`config.mk`:
```
export PLATFORM = sky130hd
export DESIGN_NAME = discrete_level_snapper
export DESIGN_NICKNAME = d
export VERILOG_FILES = /design/src/design/dls_pkg.sv /design/src/design/discrete_level_snapper.sv /design/src/design/dls_level_ram.sv /design/src/design/dls_ctrl.sv
export SDC_FILE = /design/constraint.sdc
export NUM_CORES = 1
export LEC_CHECK = 0
export ABC_AREA = 1
export BUFFER_PORTS_ARGS = -buffer_cell sky130_fd_sc_hd__buf_2
export CAP_MARGIN = 25
export CORE_ASPECT_RATIO = 2
export CORE_UTILIZATION = 65
export CTS_BUF_LIST = sky130_fd_sc_hd__clkbuf_8
export DETAILED_ROUTE_END_ITERATION = 6
export GPL_TIMING_DRIVEN = 0
export PLACE_DENSITY = 0.82
export SETUP_SLACK_MARGIN = 0.4
export SYNTH_ARGS = -nofsm -noshare
export SYNTH_HDL_FRONTEND = slang
export SYNTH_SLANG_ARGS = --single-unit
```
`constraint.sdc`:
```
create_clock -name clock -period 6.4 [get_ports clock]
set_clock_uncertainty 0.1 [all_clocks]
set_input_delay 0.64 -clock clock [delete_from_list [all_inputs] [get_ports clock]]
set_output_delay 0.64 -clock clock [all_outputs]
set_load 0.01 [all_outputs]
```
`src/design/dls_pkg.sv`:
```
// ----------------------------------------------------------------------------
// dls_pkg
// Shared types and codes of the discrete level snapper: transaction payloads,
// command and status codes, and the handoff between sequencer and top level.
// ----------------------------------------------------------------------------
package dls_pkg;

   // Command codes carried in the request transaction.
   localparam logic [1:0] CMD_CLEAR    = 2'd0;
   localparam logic [1:0] CMD_INSERT   = 2'd1;
   localparam logic [1:0] CMD_CORRECT  = 2'd2;
   localparam logic [1:0] CMD_VALIDATE = 2'd3;

   // Status codes carried in the response transaction.
   localparam logic [1:0] STAT_OK        = 2'd0;
   localparam logic [1:0] STAT_EMPTY     = 2'd1;
   localparam logic [1:0] STAT_NOT_LEVEL = 2'd2;
   localparam logic [1:0] STAT_FULL      = 2'd3;

   localparam int unsigned VALUE_W = 32;

   typedef struct packed {
      logic [1:0]                cmd;
      logic signed [VALUE_W-1:0] operand;
   } req_type;

   typedef struct packed {
      logic signed [VALUE_W-1:0] result_value;
      logic [1:0]                status;
   } rsp_type;

   // Finished result offered by the sequencer to the output register.
   typedef struct packed {
      logic    valid;
      rsp_type rsp;
   } handoff_type;

endpackage

```
`src/design/discrete_level_snapper.sv`:
```
// ----------------------------------------------------------------------------
// discrete_level_snapper
// Nearest-level quantizer over a sorted table of signed Q16.16 levels.
// ----------------------------------------------------------------------------
// Usage: a request transaction carries a command (clear, insert, correct,
// validate) and a Q16.16 operand; every request yields exactly one response
// transaction with a result value and a status code.
// Both channels use valid/ready; a transaction moves when both are high.
// Requests are handled one at a time. The level memory has a single read
// port and is walked one entry per cycle (shift-up for insert, scan for the
// others). The sequencer is ready for the next request in the cycle after
// the finished result moves into the output register, even if the receiver
// has not yet taken it.
// Reset (synchronous, active high) empties the table by zeroing the level
// count; the memory itself is not cleared and needs no clearing pass.
// A stalled receiver holds the response register; a finished result then
// waits in the sequencer and no further request is accepted until it moves.
// ----------------------------------------------------------------------------
module discrete_level_snapper
   import dls_pkg::*;
#(
   parameter int unsigned MAX_LEVELS = 16
) (
   input  logic    clock,
   input  logic    reset,
   input  logic    req_valid,
   output logic    req_ready,
   input  req_type req_data,
   output logic    rsp_valid,
   input  logic    rsp_ready,
   output rsp_type rsp_data
);

   // The count must reach MAX_LEVELS itself; addresses only go up to one less.
   localparam int unsigned CNT_W  = $clog2(MAX_LEVELS + 1);
   localparam int unsigned ADDR_W = (MAX_LEVELS > 1) ? $clog2(MAX_LEVELS) : 1;

   handoff_type               done;
   logic                      done_ready;
   logic                      mem_wr_en;
   logic [ADDR_W-1:0]         mem_wr_addr;
   logic signed [VALUE_W-1:0] mem_wr_data;
   logic [ADDR_W-1:0]         mem_rd_addr;
   logic signed [VALUE_W-1:0] mem_rd_data;

   logic    rsp_valid_ff, rsp_valid_in;
   rsp_type rsp_ff, rsp_in;

   dls_ctrl #(
      .MAX_LEVELS (MAX_LEVELS),
      .CNT_W      (CNT_W),
      .ADDR_W     (ADDR_W)
   ) u_ctrl (
      .clock       (clock),
      .reset       (reset),
      .req_valid   (req_valid),
      .req_ready   (req_ready),
      .req_data    (req_data),
      .done        (done),
      .done_ready  (done_ready),
      .mem_wr_en   (mem_wr_en),
      .mem_wr_addr (mem_wr_addr),
      .mem_wr_data (mem_wr_data),
      .mem_rd_addr (mem_rd_addr),
      .mem_rd_data (mem_rd_data)
   );

   dls_level_ram #(
      .DEPTH  (MAX_LEVELS),
      .ADDR_W (ADDR_W)
   ) u_level_ram (
      .clock   (clock),
      .wr_en   (mem_wr_en),
      .wr_addr (mem_wr_addr),
      .wr_data (mem_wr_data),
      .rd_addr (mem_rd_addr),
      .rd_data (mem_rd_data)
   );

   // Output register: it can load whenever it is empty or being drained,
   // so the sequencer is released while the receiver is still deciding.
   assign done_ready = !rsp_valid_ff || rsp_ready;

   always_comb begin
      rsp_valid_in = rsp_valid_ff;
      rsp_in       = rsp_ff;
      if (done.valid && done_ready) begin
         rsp_valid_in = 1'b1;
         rsp_in       = done.rsp;
      end else if (rsp_ready) begin
         rsp_valid_in = 1'b0;
      end
   end

   always_ff @(posedge clock) begin
      if (reset) begin
         rsp_valid_ff <= 1'b0;
      end else begin
         rsp_valid_ff <= rsp_valid_in;
      end
   end

   always_ff @(posedge clock) begin
      rsp_ff <= rsp_in;
   end

   assign rsp_valid = rsp_valid_ff;
   assign rsp_data  = rsp_ff;

`ifndef SYNTHESIS
   // A request transaction keeps the sequencer busy in the cycle after it is accepted.
   a_req_busy_after_accept: assert property (@(posedge clock) disable iff (reset)
      req_valid && req_ready |=> !req_ready)
      else $error("request accepted on two consecutive cycles");

   // The sequencer never takes a request while it still offers a result.
   a_idle_excludes_done: assert property (@(posedge clock) disable iff (reset)
      req_ready |-> !done.valid)
      else $error("sequencer ready while holding a finished result");

   // A finished result held back by the output register stays put.
   a_done_holds: assert property (@(posedge clock) disable iff (reset)
      done.valid && !done_ready |=> done.valid && $stable(done.rsp))
      else $error("finished result changed while waiting for the output register");
`endif

endmodule

```
`src/design/dls_level_ram.sv`:
```
// ----------------------------------------------------------------------------
// dls_level_ram
// Level table storage: one write port and one read port, read data registered.
// ----------------------------------------------------------------------------
module dls_level_ram
   import dls_pkg::*;
#(
   parameter int unsigned DEPTH  = 16,
   parameter int unsigned ADDR_W = 4
) (
   input  logic                      clock,
   input  logic                      wr_en,
   input  logic [ADDR_W-1:0]         wr_addr,
   input  logic signed [VALUE_W-1:0] wr_data,
   input  logic [ADDR_W-1:0]         rd_addr,
   output logic signed [VALUE_W-1:0] rd_data
);

   logic signed [VALUE_W-1:0] mem [DEPTH];
   logic signed [VALUE_W-1:0] rd_data_ff;

   always_ff @(posedge clock) begin
      if (wr_en) begin
         mem[wr_addr] <= wr_data;
      end
   end

   always_ff @(posedge clock) begin
      rd_data_ff <= mem[rd_addr];
   end

   assign rd_data = rd_data_ff;

endmodule

```
`src/design/dls_ctrl.sv`:
```
// ----------------------------------------------------------------------------
// dls_ctrl
// Command sequencer: holds the level count, walks the level table through
// the memory port for insert (shift up) and correct/validate (linear scan).
// ----------------------------------------------------------------------------
module dls_ctrl
   import dls_pkg::*;
#(
   parameter int unsigned MAX_LEVELS = 16,
   parameter int unsigned CNT_W      = 5,
   parameter int unsigned ADDR_W     = 4
) (
   input  logic                      clock,
   input  logic                      reset,
   input  logic                      req_valid,
   output logic                      req_ready,
   input  req_type                   req_data,
   output handoff_type               done,
   input  logic                      done_ready,
   output logic                      mem_wr_en,
   output logic [ADDR_W-1:0]         mem_wr_addr,
   output logic signed [VALUE_W-1:0] mem_wr_data,
   output logic [ADDR_W-1:0]         mem_rd_addr,
   input  logic signed [VALUE_W-1:0] mem_rd_data
);

   localparam logic [2:0] S_IDLE   = 3'd0;
   localparam logic [2:0] S_SHIFT  = 3'd1;
   localparam logic [2:0] S_PUT    = 3'd2;
   localparam logic [2:0] S_SCAN   = 3'd3;
   localparam logic [2:0] S_DONE   = 3'd4;

   localparam logic [CNT_W-1:0] CNT_MAX = CNT_W'(MAX_LEVELS);
   localparam logic [CNT_W-1:0] CNT_ONE = CNT_W'(1);
   localparam logic [CNT_W-1:0] CNT_TWO = CNT_W'(2);

   logic [2:0]                state_ff, state_in;
   logic [CNT_W-1:0]          count_ff, count_in;
   logic [1:0]                cmd_ff, cmd_in;
   logic signed [VALUE_W-1:0] operand_ff, operand_in;
   logic [CNT_W-1:0]          hole_ff, hole_in;
   logic [CNT_W-1:0]          rd_idx_ff, rd_idx_in;
   logic signed [VALUE_W-1:0] best_ff, best_in;
   logic [VALUE_W:0]          dist_ff, dist_in;
   logic                      found_ff, found_in;
   rsp_type                   res_ff, res_in;

   logic signed [VALUE_W:0]   diff;
   logic [VALUE_W:0]          dist_cur;
   logic                      closer;
   logic signed [VALUE_W-1:0] best_nxt;
   logic                      found_nxt;
   logic [CNT_W-1:0]          hole_dec;
   logic [CNT_W-1:0]          hole_dec2;
   logic [CNT_W-1:0]          count_dec;

   // Distance of the entry coming out of the memory to the operand.
   assign diff      = {mem_rd_data[VALUE_W-1], mem_rd_data}
                      - {operand_ff[VALUE_W-1], operand_ff};
   assign dist_cur  = diff[VALUE_W] ? (VALUE_W+1)'(0) - diff : diff;
   assign closer    = dist_cur < dist_ff;
   assign best_nxt  = closer ? mem_rd_data : best_ff;
   assign found_nxt = found_ff | (mem_rd_data == operand_ff);

   assign hole_dec  = hole_ff - CNT_ONE;
   assign hole_dec2 = hole_ff - CNT_TWO;
   assign count_dec = count_ff - CNT_ONE;

   assign req_ready = (state_ff == S_IDLE);
   assign done      = '{valid: (state_ff == S_DONE), rsp: res_ff};

   always_comb begin
      state_in    = state_ff;
      count_in    = count_ff;
      cmd_in      = cmd_ff;
      operand_in  = operand_ff;
      hole_in     = hole_ff;
      rd_idx_in   = rd_idx_ff;
      best_in     = best_ff;
      dist_in     = dist_ff;
      found_in    = found_ff;
      res_in      = res_ff;
      mem_wr_en   = 1'b0;
      mem_wr_addr = hole_ff[ADDR_W-1:0];
      mem_wr_data = operand_ff;
      mem_rd_addr = rd_idx_ff[ADDR_W-1:0];

      unique case (state_ff)
         S_IDLE: begin
            if (req_valid) begin
               cmd_in     = req_data.cmd;
               operand_in = req_data.operand;
               res_in     = '{result_value: req_data.operand, status: STAT_OK};
               unique case (req_data.cmd)
                  CMD_CLEAR: begin
                     count_in = '0;
                     state_in = S_DONE;
                  end
                  CMD_INSERT: begin
                     if (count_ff == CNT_MAX) begin
                        res_in.status = STAT_FULL;
                        state_in      = S_DONE;
                     end else if (count_ff == '0) begin
                        mem_wr_en   = 1'b1;
                        mem_wr_addr = '0;
                        mem_wr_data = req_data.operand;
                        count_in    = CNT_ONE;
                        state_in    = S_DONE;
                     end else begin
                        // Start at the top of the table and open a hole
                        // at the count position.
                        mem_rd_addr = count_dec[ADDR_W-1:0];
                        hole_in     = count_ff;
                        state_in    = S_SHIFT;
                     end
                  end
                  default: begin
                     if (count_ff == '0) begin
                        res_in.status = STAT_EMPTY;
                        state_in      = S_DONE;
                     end else begin
                        mem_rd_addr = '0;
                        rd_idx_in   = CNT_ONE;
                        dist_in     = '1;
                        best_in     = '0;
                        found_in    = 1'b0;
                        state_in    = S_SCAN;
                     end
                  end
               endcase
            end
         end

         S_SHIFT: begin
            // Read data is the entry just below the hole.
            mem_wr_en   = 1'b1;
            mem_wr_addr = hole_ff[ADDR_W-1:0];
            if (mem_rd_data > operand_ff) begin
               mem_wr_data = mem_rd_data;
               mem_rd_addr = hole_dec2[ADDR_W-1:0];
               hole_in     = hole_dec;
               if (hole_ff == CNT_ONE) begin
                  state_in = S_PUT;
               end
            end else begin
               mem_wr_data = operand_ff;
               count_in    = count_ff + CNT_ONE;
               state_in    = S_DONE;
            end
         end

         S_PUT: begin
            mem_wr_en   = 1'b1;
            mem_wr_addr = '0;
            mem_wr_data = operand_ff;
            count_in    = count_ff + CNT_ONE;
            state_in    = S_DONE;
         end

         S_SCAN: begin
            // Read data is entry rd_idx_ff - 1; the next read is issued now.
            mem_rd_addr = rd_idx_ff[ADDR_W-1:0];
            best_in     = best_nxt;
            dist_in     = closer ? dist_cur : dist_ff;
            found_in    = found_nxt;
            if (rd_idx_ff == count_ff) begin
               if (cmd_ff == CMD_CORRECT) begin
                  res_in.result_value = best_nxt;
               end else begin
                  res_in.status = found_nxt ? STAT_OK : STAT_NOT_LEVEL;
               end
               state_in = S_DONE;
            end else begin
               rd_idx_in = rd_idx_ff + CNT_ONE;
            end
         end

         S_DONE: begin
            if (done_ready) begin
               state_in = S_IDLE;
            end
         end

         default: begin
            state_in = S_IDLE;
         end
      endcase
   end

   always_ff @(posedge clock) begin
      if (reset) begin
         state_ff <= S_IDLE;
         count_ff <= '0;
      end else begin
         state_ff <= state_in;
         count_ff <= count_in;
      end
   end

   always_ff @(posedge clock) begin
      cmd_ff     <= cmd_in;
      operand_ff <= operand_in;
      hole_ff    <= hole_in;
      rd_idx_ff  <= rd_idx_in;
      best_ff    <= best_in;
      dist_ff    <= dist_in;
      found_ff   <= found_in;
      res_ff     <= res_in;
   end

endmodule

```
### Yosys cells after proc, flatten, opt, wreduce, memory -nomap -nowiden

Memory sizes are Yosys's and may differ from the RTL's. A register that Yosys moved wholly into a read port is not among the register bits.
Cells that the tools add are included.

* input bits: 38
* word-level logic and storage cells: 151
* memories: 1
* memory bits (writable): 512
* output and inout bits: 36
* register bits: 187
* memory bits (read-only): 0
* latch bits: 0

Memory list
* u_level_ram.mem: depth 16, bits a word 32, read ports 1, clocked after memory_dff 1, wr ports 1, line dls_level_ram.sv:19 `logic signed [VALUE_W-1:0] mem [DEPTH];`

* magnitude comparators: 2
* div/mod/pow operators: 0
* multipliers: 0
* bitwise operators: 1
* multiplexer cells: 78
* add/sub/neg operators: 7
* reductions and logical operators: 21
* shift-type cells: 0
* equal/unequal tests: 27

Operators by type and width (count)
* $mux 32: 10
* $mux 33: 5
* $pmux 32 s2: 2
* $mux 34: 2
* $pmux 34 s2: 1
* $pmux 33 s2: 1
* $mux 5: 13
* $mux 4: 9
* $lt 33x33->1: 1
* $sub 1x33->33 const A: 1
* $sub 32x32->33: 1
* $eq 32x32->1: 1
* $gt 32x32->1: 1
* $pmux 5 s2: 3
* $mux 3: 8
* $pmux 4 s2: 3
* $reduce_and 4->1: 4
* $pmux 3 s5: 1
* $pmux 5 s3: 1
* $ne 2x2->1 const B: 7
* $mux 1: 12
* $ne 2x1->1 const B: 6
* $reduce_and 6->1: 2
* $add 5x1->5 const B: 2
* 30 further kinds: 39

### Longest topological paths before layout

Gate-level depths: netlist of the first run.

* depth in word-level cells: 8
* gate-level depth with buffers: 37
* gate-level depth less buffers: 35

### By module

Synthesis of the first run repeated with hierarchy kept, for this count alone.

* cells, all modules: 3832
* area, all modules: 35844.4 um^2

By module, submodules not included
* dls_level_ram: cells each 2120, instances 1, area an instance 22730.6 um^2, sequential area each 16015.4 um^2
* dls_ctrl: cells each 1672, instances 1, area an instance 12045.3 um^2, sequential area each 4484.3 um^2
* discrete_level_snapper: cells each 40, instances 1, area an instance 1068.5 um^2, sequential area each 1041.0 um^2

### Least setup slack after synthesis of the first run

No wires, ideal clock.

* path kind: reg-to-reg
* start point: reg u_ctrl.operand_ff[0]
* end point: reg u_ctrl.dist_ff[0], enable pin
* setup slack: 488 ps
* stages on the path, launching flop included: 26
* data required time: 5866 ps
* period minus slack after synthesis: 5912 ps
* arrival time: 5378 ps
* setup time: 434 ps
* buffers on the path: 4
* path through: edfxtp_1 ha_1 fa_1 o21ai_2 nand2_1 nand2_2 nand3_1 nand3_1 nand3_1 nand3_1 nand2_2 inv_1 buf_2 buf_2 nand3_1 nand2_1 inv_1 ha_1 a21oi_1 o21a_1 o221ai_1 a21oi_1 nand3_1 clkbuf_1 clkbuf_1 a21oi_1

* cells in the longest elaborated chain, start to end: 6

RTL lines
* start: declaration: line dls_ctrl.sv:40 `logic signed [VALUE_W-1:0] operand_ff, operand_in;`
* start signal: assignment: line dls_ctrl.sv:202 `operand_ff <= operand_in;`
* $sub 32x32->33 (*): line dls_ctrl.sv:59 `- {operand_ff[VALUE_W-1], operand_ff};`
* $sub 1x33->33: line dls_ctrl.sv:60 `assign dist_cur = diff[VALUE_W] ? (VALUE_W+1)'(0) - diff : diff;`
* $mux 33 (*): line dls_ctrl.sv:60
* net u_ctrl.dist_cur[28]: line dls_ctrl.sv:49 `logic [VALUE_W:0] dist_cur;`
* $lt 33x33->1 (*): line dls_ctrl.sv:61 `assign closer = dist_cur < dist_ff;`
* $ne 2x1->1 (no line) (*)
* $reduce_and 5->1 (no line) (*)
* end signal: assignment: line dls_ctrl.sv:206 `dist_ff <= dist_in;`
* end: declaration: line dls_ctrl.sv:44 `logic [VALUE_W:0] dist_ff, dist_in;`

The timed path passes the listed nets; every way through them passes the cells marked *.
A chain may end at the register's enable or synchronous reset.

### Worst setup path after layout of the first run

* start point: reg u_level_ram.rd_data_ff[0] (netlist: u_level_ram.rd_data[0]), read port of u_level_ram.mem
* end point: reg u_ctrl.dist_ff[25], enable pin

* cells in the longest elaborated chain, start to end: 6

RTL lines
* start: declaration: line dls_level_ram.sv:20 `logic signed [VALUE_W-1:0] rd_data_ff;`
* $sub 32x32->33 (*): line dls_ctrl.sv:59
* $sub 1x33->33: line dls_ctrl.sv:60
* $mux 33 (*): line dls_ctrl.sv:60
* net u_ctrl.dist_cur[31]: line dls_ctrl.sv:49
* $lt 33x33->1 (*): line dls_ctrl.sv:61
* $ne 2x1->1 (no line) (*)
* $reduce_and 5->1 (no line) (*)

Marked as above.

==> run summary, run 1 <==
status: finished clean
Via density: 6.01
RSZ-0062 raised after global routing: no
Starting Density: 66.1%
area delta synth->final: 12.2%
Slew @ Worst Pin: 1.08 ns
RePlAce Congestion: 1.00
HP Class: primary input to flop
crit path time final: 5.94 ns
Synth Instances: 3,699
vias in the first global route: 28,586
Ports: 74
1st-iter DRT viols: 2,889
Die Area: 55,700 um^2
GRT Overall Usage: 41.2%
clock transition at the registers of the reported paths: 0.08 ns
Worst path slowest cell: fa_2
crit path capture type: flop
critical path's most frequent cell: nand2_1
r2r endpoint: u_ctrl.dist_ff[25]$_SDFFCE_PN1P_
drt pass-1 iters: 6
Routed WL: 114,000 um
Post-synth top flop: edfxtp_1
Synth cell types: 58
syn nets: 3,811
worst setup margin: 0.462 ns
Final ANT Viol Nets: 0
CP Class: flop to flop
ys async rst share: 0%
Reg2Reg Depth: 31
share of the cycle needed by the critical path after routing: 92.8%
setup tns final: 0 ns
Hold Vio Cnt, Final: 0
#FFs+latches synth: 731
yosys warns: 0
multi-input logic area: 11,300 um^2
reg2reg setup slack: 0.46 ns
worst-path fanout max: 14
Core Region: 53,800 um^2
Setup WS pre-CTS: -0.955 ns
Setup Viol. Count Final: 0
final hold slack: 0.0293 ns
sequential share of the synthesized area: 60.6%
max-cap viol count: 0
PortBufs: 73
clock tree buffer depth: 3
hold endpoint: u_ctrl.operand_ff[13]$_DFFE_PP_
Fill cells: 3,818
CTS root buf: clkbuf_8
Core Util, Final: 74.2%
largest stage delay on the critical path: 0.41 ns
Die H: 333 um
Vias: 28,140
register area: 21,500 um^2
Clock Latency Late Sink: 0.73 ns
Final Max Tran Viols: 0
Site Rows: 120
Residual DRC: 0
die width: 167 um
Syn Area/Cell: 9.61 um^2
CTS Sinks: 731
Max Freq: 0.168 GHz
remaining global-route overflow: 0
WHS Path Cells: 1
Slew Limit Headroom: 27.6%
CTS tree: done
RR Startpoint: u_level_ram.rd_data[0]$_DFF_P_
min-delay src: req_data[13]
DP HPWL: 84,500 um
number of H-tree levels: 3
largest net degree at the start of global routing: 38
CP Data Required Time: 6.77 ns
Post-synth EDFFs: 690
post-layout net count: 4,043
layout cells sized above 1: 12.5%
WL per Instance: 24.3 um
initial antenna violation count: 5
Cell Area, Synth: 35,500 um^2
first-pass GRT wire length: 165,000 um
crit path DAT: 6.31 ns
CTS Buf Count: 94
startpoint class of the critical path: flop
worst max-delay path, delay by kind of cell, from the launching register on:
family | cells | cell delay [ns]
simple gates | 18 | 2.72
buf+inv | 7 | 1.01
fa+ha+maj | 3 | 0.93
compound gates | 3 | 0.54
flops | 1 | 0.37
cells in the mapped netlist, types with 6 or more instances:
library cell / instances / area share, %
o22ai_1: 22 / 0.39
nand2_2: 14 / 0.25
or2_2: 7 / 0.12
buf_2: 78 / 1.1
o2111ai_1: 7 / 0.17
buf_6: 6 / 0.19
o21ai_0: 127 / 1.8
inv_1: 552 / 5.8
nor3_1: 19 / 0.27
xor2_1: 30 / 0.74
o211ai_1: 29 / 0.61
xnor2_1: 8 / 0.20
edfxtp_1: 690 / 58
nand3_1: 636 / 9.0
nand3_2: 6 / 0.17
nand2_1: 915 / 9.7
a21oi_1: 102 / 1.4
clkbuf_1: 53 / 0.56
ha_1: 73 / 2.6
nor2_2: 6 / 0.11
nand4_1: 12 / 0.21
nor2_1: 152 / 1.6
inv_2: 11 / 0.12
dfxtp_1: 41 / 2.3
buf_4: 27 / 0.57
sequential cells by signal (all words and copies together), names as in the netlist:
signal	count
u_ctrl.hole_ff	5
u_ctrl.dist_ff	33
rsp_valid	1
u_ctrl.operand_ff	32
rsp_data	34
u_ctrl.best_ff	32
u_ctrl.count_ff	5
u_level_ram.mem	512
u_ctrl.state_ff	3
u_ctrl.rd_idx_ff	5
u_ctrl.found_ff	1
u_level_ram.rd_data	32
u_ctrl.done	34
u_ctrl.cmd_ff	2
what timing repair did:
| action | CTS | global route |
|---|---|---|
| setup endpoints to repair | 97 | 97 |
| buffers inserted | 1 | 3 |
| gates cloned | 0 | 1 |
| gates resized for setup | 39 | 23 |
| hold buffers | 3 | 0 |
| hold endpoints to repair | 3 | 0 |
| pin swaps | 1 | 4 |
how the worst max path moves through the flow:
| stage | startpoint | slack (ns) | cells past startpoint | endpoint |
|---|---|---|---|---|
| 6_report | u_level_ram.rd_data[0]$_DFF_P_ | 0.46 | 31 | u_ctrl.dist_ff[25]$_SDFFCE_PN1P_ |
| 5_1_grt | u_ctrl.operand_ff[2]$_DFFE_PP_ | 0.36 | 33 | u_ctrl.dist_ff[26]$_SDFFCE_PN1P_ |
| 4_1_cts | u_level_ram.rd_data[0]$_DFF_P_ | 0.41 | 30 | u_ctrl.dist_ff[17]$_SDFFCE_PN1P_ |
| 3_5_place_dp | u_level_ram.rd_data[0]$_DFF_P_ | -0.96 | 26 | u_ctrl.done[31]$_DFFE_PP_ |
| 3_3_place_gp | u_level_ram.rd_data[0]$_DFF_P_ | -2.48 | 25 | u_ctrl.dist_ff[8]$_SDFFCE_PN1P_ |
| 2_1_floorplan | u_ctrl.operand_ff[0]$_DFFE_PP_ | 0.49 | 25 | u_ctrl.dist_ff[0]$_SDFFCE_PN1P_ |
cell families after synthesis:
group                    share of synthesized area [%]
AO/OA/AOI/OAI                                     5.13
flip-flops                                        60.6
AND/OR/NAND/NOR                                   22.1
buffers and inverters                             8.44
XOR/XNOR                                          1.12
adder cells (fa/ha/maj)                           2.63
through the flow:
step / instance area (um^2) / std cells
5_1_grt: 39900 / 4682
2_1_floorplan: 35500 / 3699
4_1_cts: 39700 / 4676
3_3_place_gp: 36700 / 4443
6_report: 39900 / 4684
3_5_place_dp: 37600 / 4497
layer usage:
metal  GRT usage (%)  part of all wire [%]  vias to the layer above
met4            40.1                    11                        6
met1            37.3                    29                    12845
met2            73.8                    52                     1789
li1                -                     -                    12845
met5               0                 0.035                        -
met3            9.15                   8.6                      655
area by class of cell:
cell class / instances / area share, %
diodes: 3 / 0.0188
inverters: 565 / 5.32
clock buffers: 96 / 3.31
repair buffers: 136 / 2.94
multi-input cells: 2234 / 28.3
clock inverters: 79 / 1.65
flip-flops and latches: 731 / 54.0
plain buffers: 169 / 2.29
well taps: 671 / 2.11
placed cells by master, fill, tap and decap left out, types with 25 or more instances in the layout:
master / instances
buf_2: 149
edfxtp_1: 690
nand3_1: 634
clkbuf_8: 96
ha_1: 72
clkbuf_1: 46
inv_1: 566
xor2_1: 29
a21oi_1: 96
nand2_1: 914
dfxtp_1: 41
clkinv_1: 25
buf_4: 61
nor2_1: 131
o21ai_0: 117
o211ai_1: 29
Power of run 1 is left out: the tool's default activity adds up to more than one toggle a clock period on the data nets, which glitch-free logic cannot reach.
==> run 2: changes to the inputs <==
- CELL_PAD_IN_SITES_DETAIL_PLACEMENT: not set -> 1
- CELL_PAD_IN_SITES_GLOBAL_PLACEMENT: not set -> 2
- CORE_UTILIZATION: 65 -> 42
- PLACE_DENSITY: 0.82 -> not set
- PLACE_DENSITY_LB_ADDON: not set -> 0.1
==> run summary, run 2 (synthesis results as in run 1) <==
Ports: 74
Hold Vio Cnt, Final: 0
Final ANT Viol Nets: 0
Slew @ Worst Pin: 1.12 ns
largest stage delay on the critical path: 0.39 ns
Core Region: 83,700 um^2
crit path time final: 5.76 ns
Largest delay share family, worst path: simple AND/OR/NAND/NOR gates
CP Data Required Time: 6.79 ns
Clock Latency Late Sink: 0.82 ns
status: finished clean
area delta synth->final: 15.0%
Die H: 413 um
Setup Viol. Count Final: 0
CP Class: flop to flop
worst-path fanout max: 10
number of H-tree levels: 3
commonest non-fill, non-tap cell in the layout: nand2_1
CTS Sinks: 731
max FFs per register: 512
Max Freq: 0.174 GHz
die width: 208 um
Worst path slowest cell: fa_2
Die Area: 85,800 um^2
GRT Overall Usage: 31.4%
vias in the first global route: 30,360
1st-iter DRT viols: 1,563
DP HPWL: 103,000 um
PortBufs: 73
CTS root buf: clkbuf_8
Residual DRC: 0
CTS tree: done
Routed WL: 133,000 um
post-layout net count: 4,089
RePlAce Congestion: 0.916
drt pass-1 iters: 7
Reg with most FFs: u_level_ram.mem
remaining global-route overflow: 0
Via density: 5.43
commonest non-fill, non-tap cells in the layout: 913 x nand2_1, 690 x edfxtp_1, 634 x nand3_1
largest net degree at the start of global routing: 36
Starting Density: 42.5%
RSZ-0062 raised after global routing: yes
Final Max Tran Viols: 0
CTS Buf Count: 105
critical path's most frequent cell: nand2_1
clock tree buffer depth: 3
crit path capture type: flop
worst path bufs/invs: 9
startpoint class of the critical path: flop
max-cap viol count: 0
initial antenna violation count: 1
Vias: 27,839
crit path DAT: 6.15 ns
final hold slack: 0.308 ns
Site Rows: 150
WL per Instance: 25.9 um
share of the cycle needed by the critical path after routing: 90.0%
Core Util, Final: 48.8%
first-pass GRT wire length: 193,000 um
Slew Limit Headroom: 25.0%
layout cells sized above 1: 12.8%
clock transition at the registers of the reported paths: 0.07 ns
HP Class: flop to flop
reg2reg setup slack: 0.64 ns
run 2: cell count changes in the layout (fill, tap and decap cells not counted), sizes merged:
| cell | change |
|---|---|
| bufinv | -6 |
| buf | +3 |
| clkbuf | +13 |
| diode | -2 |
| inv | +17 |
| clkinvlp | +1 |
| clkinv | -7 |
| dlygate4sd3 | +33 |
run 2: cell type report:
cell class,count,area (um^2)
Tap cell,1064,1330
Timing Repair Buffer,171,1490
Clock buffer,110,1510
Multi-Input combinational cell,2234,11400
Clock inverter,84,499
Buffer,169,955
Fill cell,9441,42800
Sequential cell,731,21500
Inverter,565,2130
Antenna cell,1,2.50
run 2: through the flow:
| stage | instances | setup WS (ns) | area [um^2] | setup TNS [ns] |
|---|---|---|---|---|
| 2_1_floorplan | 3699 | 0.488 | 35500 | 0 |
| 3_3_place_gp | 4836 | -2.87 | 37200 | -234.35 |
| 3_5_place_dp | 4889 | -1.47 | 38100 | -115.14 |
| 4_1_cts | 5124 | 0.432 | 40700 | 0 |
| 5_1_grt | 5129 | 0.358 | 40900 | 0 |
| 6_report | 5129 | 0.639 | 40900 | 0 |
run 2: final timing paths:
| check | end | start | cells past startpoint |
|---|---|---|---|
| worst max-delay path | u_ctrl.done[7]$_DFFE_PP_ | u_level_ram.rd_data[0]$_DFF_P_ | 32 |
| worst min-delay path | rsp_data[0]$_DFFE_PP_ | u_ctrl.done[0]$_SDFFCE_PP0P_ | 0 |
| worst max register to register | u_ctrl.done[7]$_DFFE_PP_ | u_level_ram.rd_data[0]$_DFF_P_ | 32 |
| worst min register to register | rsp_data[0]$_DFFE_PP_ | u_ctrl.done[0]$_SDFFCE_PP0P_ | 0 |
run 2: what timing repair did:
item / in CTS / in global routing
pin swaps: 7 / 6
hold buffers: 36 / 0
endpoints found under the hold margin: 39 / 0
setup endpoints to repair: 97 / 97
buffers inserted: 5 / 4
gates resized for setup: 50 / 26
run 2: per-layer routing:
| layer | vias up | GRT usage, % | wire length [um] |
|---|---|---|---|
| met5 | - | 0 | 0 |
| met3 | 392 | 3.68 | 4510 |
| met4 | 0 | 21.8 | 9860 |
| met2 | 764 | 62.2 | 74300 |
| met1 | 13742 | 29.6 | 44000 |
| li1 | 12941 | - | - |
Power of run 2 is left out for the same reason.
